[config.mk]
export PLATFORM = sky130hd
export DESIGN_NAME = lfr_front_flat
export DESIGN_NICKNAME = d
export VERILOG_FILES = /design/src/sv/lfr_pkg.sv /design/src/sv/lfr_in_if.sv /design/src/sv/lfr_front.sv /design/src/flat_wrapper.sv
export SDC_FILE = /design/constraint.sdc
export NUM_CORES = 1
export LEC_CHECK = 0
export CAP_MARGIN = 0
export CORE_ASPECT_RATIO = 0.75
export CORE_UTILIZATION = 40
export CTS_CLUSTER_SIZE = 30
export DETAILED_ROUTE_END_ITERATION = 8
export DONT_BUFFER_PORTS = 1
export SLEW_MARGIN = 20
export SYNTH_ARGS = -nofsm -noshare
export SYNTH_HDL_FRONTEND = slang
export SYNTH_SLANG_ARGS = --single-unit
[constraint.sdc]
create_clock -name clk -period 3.6 [get_ports clk]
set_input_delay 0.72 -clock clk [delete_from_list [all_inputs] [get_ports clk]]
set_output_delay 0.72 -clock clk [all_outputs]
set_load 0.02 [all_outputs]
[src/sv/lfr_pkg.sv]
`timescale 1ns / 1ps
`default_nettype none
package lfr_pkg;

  localparam int WORD_W  = 52;
  localparam int SEED_W  = 30;
  localparam int BLEN_W  = 16;
  localparam logic [BLEN_W-1:0] BATCH_LEN_RESET = 16'd1009;

  typedef enum logic {
    OP_SEED = 1'b0,
    OP_GEN  = 1'b1
  } op_t;

  typedef struct packed {
    op_t               op;
    logic [SEED_W-1:0] seed;
  } entry_t;

  // head of the request queue as seen by the back end
  typedef struct packed {
    logic   valid;
    entry_t entry;
  } queue_head_t;

endpackage
`default_nettype wire

[src/sv/lfr_in_if.sv]
`timescale 1ns / 1ps
`default_nettype none
interface lfr_in_if;
  logic                      valid;
  logic                      ready;
  logic                      func;
  logic [lfr_pkg::SEED_W-1:0] seed;
  modport source (output valid, func, seed, input ready);
  modport sink   (input valid, func, seed, output ready);
endinterface
`default_nettype wire

[src/sv/lfr_front.sv]
`timescale 1ns / 1ps
`default_nettype none
module lfr_front (
  input  wire logic          clk,
  input  wire logic          rst,
  lfr_in_if.sink             req,
  input  wire logic          pop,
  output lfr_pkg::queue_head_t q
);
  // two-entry queue, decodes func into an operation code
  lfr_pkg::entry_t slot [2];
  logic       wptr;
  logic       rptr;
  logic [1:0] count;
  logic       push;

  assign req.ready = (count != 2'd2);
  assign push      = req.valid && req.ready;
  assign q.valid   = (count != 2'd0);
  assign q.entry   = slot[rptr];

  always_ff @(posedge clk) begin
    if (push) begin
      slot[wptr].op   <= req.func ? lfr_pkg::OP_GEN : lfr_pkg::OP_SEED;
      slot[wptr].seed <= req.seed;
    end
    if (rst) begin
      wptr  <= 1'b0;
      rptr  <= 1'b0;
      count <= 2'd0;
    end else begin
      if (push) begin
        wptr <= ~wptr;
      end
      if (pop) begin
        rptr <= ~rptr;
      end
      count <= count + {1'b0, push} - {1'b0, pop};
    end
  end
endmodule
`default_nettype wire

[src/flat_wrapper.sv]
// flat-port wrapper written by rule: the top's interface ports become plain ports
module lfr_front_flat 
  (clk, rst, pop, q, req_valid, req_func, req_seed, req_ready);
  lfr_in_if req_i ();
  input  wire logic clk;
  input  wire logic rst;
  input  wire logic pop;
  output lfr_pkg::queue_head_t q;
  input wire logic [$bits(req_i.valid)-1:0] req_valid;
  input wire logic [$bits(req_i.func)-1:0] req_func;
  input wire logic [$bits(req_i.seed)-1:0] req_seed;
  output wire logic [$bits(req_i.ready)-1:0] req_ready;
  assign req_i.valid = req_valid;
  assign req_i.func = req_func;
  assign req_i.seed = req_seed;
  assign req_ready = req_i.ready;
  lfr_front u_core (.clk(clk), .rst(rst), .req(req_i), .pop(pop), .q(q));
endmodule
# [After elaboration in Yosys (flattened, before gate mapping)]
# Memory sizes are Yosys's and may differ from the RTL's. A register that Yosys moved wholly into a read port is not among the register bits.
# Index checks and enable logic that the tools add are counted.
# W data, S select, Z words.
[classes] n_reduce_logical=2 eq_ne=1 bitwise_logic=2 mux=5 addsub=2
[op_table] op="$mux W1" n=5
[op_table] op="$add A2 B1 Y2" n=1
[op_table] op="$ne A2 B2 Y1 const B" n=1
[op_table] op="$not A1 Y1" n=2
[op_table] op="$reduce_bool A2 Y1" n=1
[op_table] op="$sub A2 B1 Y2" n=1
[op_table] op="$logic_and A1 B1 Y1" n=1
[totals] mem_bits_rw=62 elab_cells=16 output_inout_bits=33 reg_bits=4 in_bits=35 n_memories=1
[mem_list] memory="u_core.slot" depth=2 word_bits=31 rd=1 rd_clocked_by_memory_dff=1 write_ports=1 line="lfr_front.sv:11" source="lfr_pkg::entry_t slot [2];"

# [Logic depth before layout (Yosys ltp)]
[depth] ltp_word=4 depth_mapped=5 depth_no_buf=5

# [Least setup slack after synthesis]
# OpenSTA, ideal clock, no wires.
[synth_timing] path_type="input-to-reg" startpoint="input port req_valid" endpoint="memory u_core.slot[1][0] in the netlist's numbering, enable pin" setup_time_ns=0.391 required_ns=3.209 arrival_ns=1.531 path_buffers=0 cell_stages=1 setup_slack_ns=1.678 cell_sequence="and3_1"
[synth_between] elab_chain_cells=3
[synth_lines] element="start, declared" line="flat_wrapper.sv:9" source="input wire logic [$bits(req_i.valid)-1:0] req_valid;"
[synth_lines] element="$logic_and A1 B1 Y1" line="lfr_front.sv:18" source="assign push = req.valid && req.ready;"
[synth_lines] element="$mux W1" line="lfr_front.sv:23" source="if (push) begin"
[synth_lines] element="$mux W1 (not written as such)" line="lfr_front.sv:25" source="slot[wptr].seed <= req.seed;"
[synth_lines] element="end, declared" line="lfr_front.sv:11"
# No other way between the ends.

==> summary.md <==
| Metric | Value |
|---|---|
| Hpwl dp | 2620 um |
| CP max FO | 20 |
| Synthesized Nets | about 160 |
| Initial antenna violation count | 0 |
| Total GRT Usage | a little over an eighth |
| Buffer count from post-CTS setup fixing | 0 |
| Area after DPL | about 2600 um^2 |
| Cell area power density | roughly 600 nW/um^2 |
| Via count of the first global-routing pass | around 1200 |
| Synth cell types | 21 |
| Max-slew headroom | 66.1% |
| Clock Path Buffers | 2 |
| VDD IR max | approximately 230 uV |
| Max capacitance violation total | 0 |
| Row cnt | 24 |
| Root Buffer | clkbuf_8 |
| WP data required | roughly 2.9 ns |
| Clk pin slew, worst setup/hold paths | around 0.07 ns |
| Final WL | around 4000 um |
| Sw Ratio | 25.1% |
| Sequential share of power | 57.4% |
| CTS Buf Count | 9 |
| RSZ-0062 raised after global routing | no |
| Initial DRT Pass Iterations | 4 |
| Fin Setup TNS | 0 ns |
| Core area | 5890 um^2 |
| Nets | between 150 and 200 |
| Die Footprint | between 6000 and 7000 um^2 |
| Layout cells sized above 1 | 37.0% |
| DR WL/cell | between 15 and 20 um |
| DRT iter0 DRCs | between 70 and 80 |
| Die Span X | 92.6 um |
| FMAX | 0.398 GHz |
| Slowest cell on crit path | dfxtp_1 |
| Area grow syn2layout | 10.8% |
| Clock power share | 30.6% |
| Combinational share of power | 12.1% |
| Final setup fails | 0 |
| Inst Count DP | 200 |
| Die Y-Extent | 70.0 um |
| Yosys warning count | 0 |
| Post-Route Skew | about 0.0082 ns |
| CTS H-tree lvls | 3 |
| Via count | 1054 |
| Tcrit/Tclk final | 69.7% |
| Min Tclk post-route | 2.51 ns |
| P_sw | between 0.4 and 0.5 mW |
| Hold WC Path Type | in2reg |
| DRC | 0 |
| Final Instance Count excl. Fillers | 216 |
| Pleak | 0.905 nW |
| I/O pin count | between 60 and 70 |
| Hold_buf cts | 0 |
| ANT nets after route | 0 |
| CP max stage delay | 0.64 ns |
| Clk_lat worst skew | ~0.33 ns |
| Yosys reg bits | 67 |
| CP endpoint kind | primary output |
| Final Hold Fails | 0 |
| Largest net degree at the start of global routing | 32 |
| Initial Util | 41.9% |
| Internal Power | 1.23 mW |
| Final GP Congestion | 0.636 |
| IO Port Bufs | 0 |
| Kind of critical path | reg2out |
| Post-synthesis sequential area ratio | 79.6% |
| Crit path launch type | register |
| Status | finished, final reports clean |
| Arrival @ worst endpoint | 1.79 ns |
| Critical Path, Cell by Cell | buf_4 -> mux2_2 |
| Diode count | 0 |
| Syn Std Cell Area | 2460 um^2 |
| # resized after CTS | 0 |
| CTS tree | done |
| Final Max Slew Viols | 0 |
| Vias per cell | ~4.9 |
| Worst-Margin Slew | 0.508 ns |
| Final instance area | between 2000 and 3000 um^2 |
| First-pass GRT wire length | 6060 um |
| Grt total ovfl | 0 |
| Synth Area per Inst | 20.2 um^2 |
| Post-Synthesis Cells | 122 |
| Clock sink count | 67 |
## critical path: cells and delay by family, from the launching register on
family,cells,cell delay (ns)
DFF,1,0.64
buffers and inverters,1,0.37
muxes,1,0.44
## cell usage in the layout, fill, tap and decap left out
master / instances
nand3b_1: 1
nand2_1: 1
mux2_1: 1
and2b_1: 1
or2_2: 1
clkbuf_1: 1
clkbuf_8: 9
mux2_2: 31
inv_1: 2
a21o_1: 1
buf_4: 3
a21bo_2: 1
and3_1: 1
edfxtp_1: 62
nand3_1: 1
clkinvlp_4: 1
nand2b_1: 1
nor2b_1: 1
mux2i_1: 1
clkinv_2: 5
a21oi_1: 2
xnor2_1: 1
nor2_1: 3
dfxtp_1: 5
ha_1: 1
## final timing paths
| kind | slack [ns] | startpoint | cells past startpoint | endpoint |
|---|---|---|---|---|
| worst min-delay path | 0.44 | rst | 1 | u_core.count[0] |
| worst min register to register | 0.53 | u_core.rptr | 2 | u_core.rptr |
| worst max register to register | 1.93 | u_core.count[0] | 3 | u_core.slot[1][6] |
| worst max-delay path | 1.09 | register | 2 | q[29] |
## cell usage after synthesis (all sizes together)
| master | number | area share [%] |
|---|---|---|
| a21bo | 1 | 0.41 |
| nand2 | 1 | 0.15 |
| mux2 | 32 | 15 |
| xnor2 | 1 | 0.36 |
| a21o | 1 | 0.30 |
| nand3 | 1 | 0.20 |
| edfxtp | 62 | 76 |
| nand2b | 1 | 0.25 |
| nand3b | 1 | 0.30 |
| ha | 1 | 0.51 |
| or2 | 1 | 0.25 |
| and2b | 1 | 0.30 |
| a21oi | 2 | 0.41 |
| inv | 2 | 0.30 |
| nor2b | 1 | 0.25 |
| and3 | 1 | 0.25 |
| nor2 | 3 | 0.46 |
| mux2i | 1 | 0.41 |
| dfxtp | 5 | 4.1 |
| buf | 3 | 0.61 |
## stage by stage
step	util, %	total power, mW	hold slack [ns]	setup WS, ns
floorplan	-	1.13	0.480	1.68
detailed placement	43.6	1.16	0.507	1.42
finish	46.4	1.64	0.444	1.09
CTS	46.4	1.67	0.423	1.06
global route	46.4	1.71	0.414	0.992
global placement	43.6	1.15	0.498	1.47
## final cells by class
cell class,count,area [um^2]
clock buffers,10,128
multi-input cells,50,479
well taps,78,97.6
flip-flops and latches,67,1960
fillers,512,3160
clock inverters,6,32.5
repair buffers,3,22.5
inverters,2,7.51
## sequential cells by signal, indices dropped and copies added, names as in the netlist, named ones only
name,flops
u_core.slot,62
u_core.rptr,1
u_core.count,2
u_core.wptr,1
## power by group through the flow
stage	registers [mW]	clock network, mW	logic [mW]
2_1_floorplan	0.950	0	0.176
5_1_grt	0.949	0.550	0.212
3_5_place_dp	0.960	0	0.202
4_1_cts	0.944	0.520	0.203
6_report	0.943	0.503	0.198
3_3_place_gp	0.956	0	0.197
## per-layer routing
layer	share of wire [%]	global-route usage, %	vias up
met5	0	0	-
li1	-	-	491
met1	35	12.0	515
met4	1.6	5.64	0
met3	12	9.91	6
met2	52	22.8	42
## cells by family (layout without fill, tap and decap cells)
kind of cell | Yosys count | after routing | share of synthesized area (%)
AOI/OAI and AO/OA | 4 | 4 | 1.12
xor gates and xnor gates | 1 | 1 | 0.356
adders and majority gates | 1 | 1 | 0.508
buffers and inverters | 5 | 21 | 0.914
DFF | 67 | 67 | 79.6
muxes | 33 | 33 | 15.0
and+or+nand+nor | 11 | 11 | 2.44
Power figures use the tool's default switching activity.
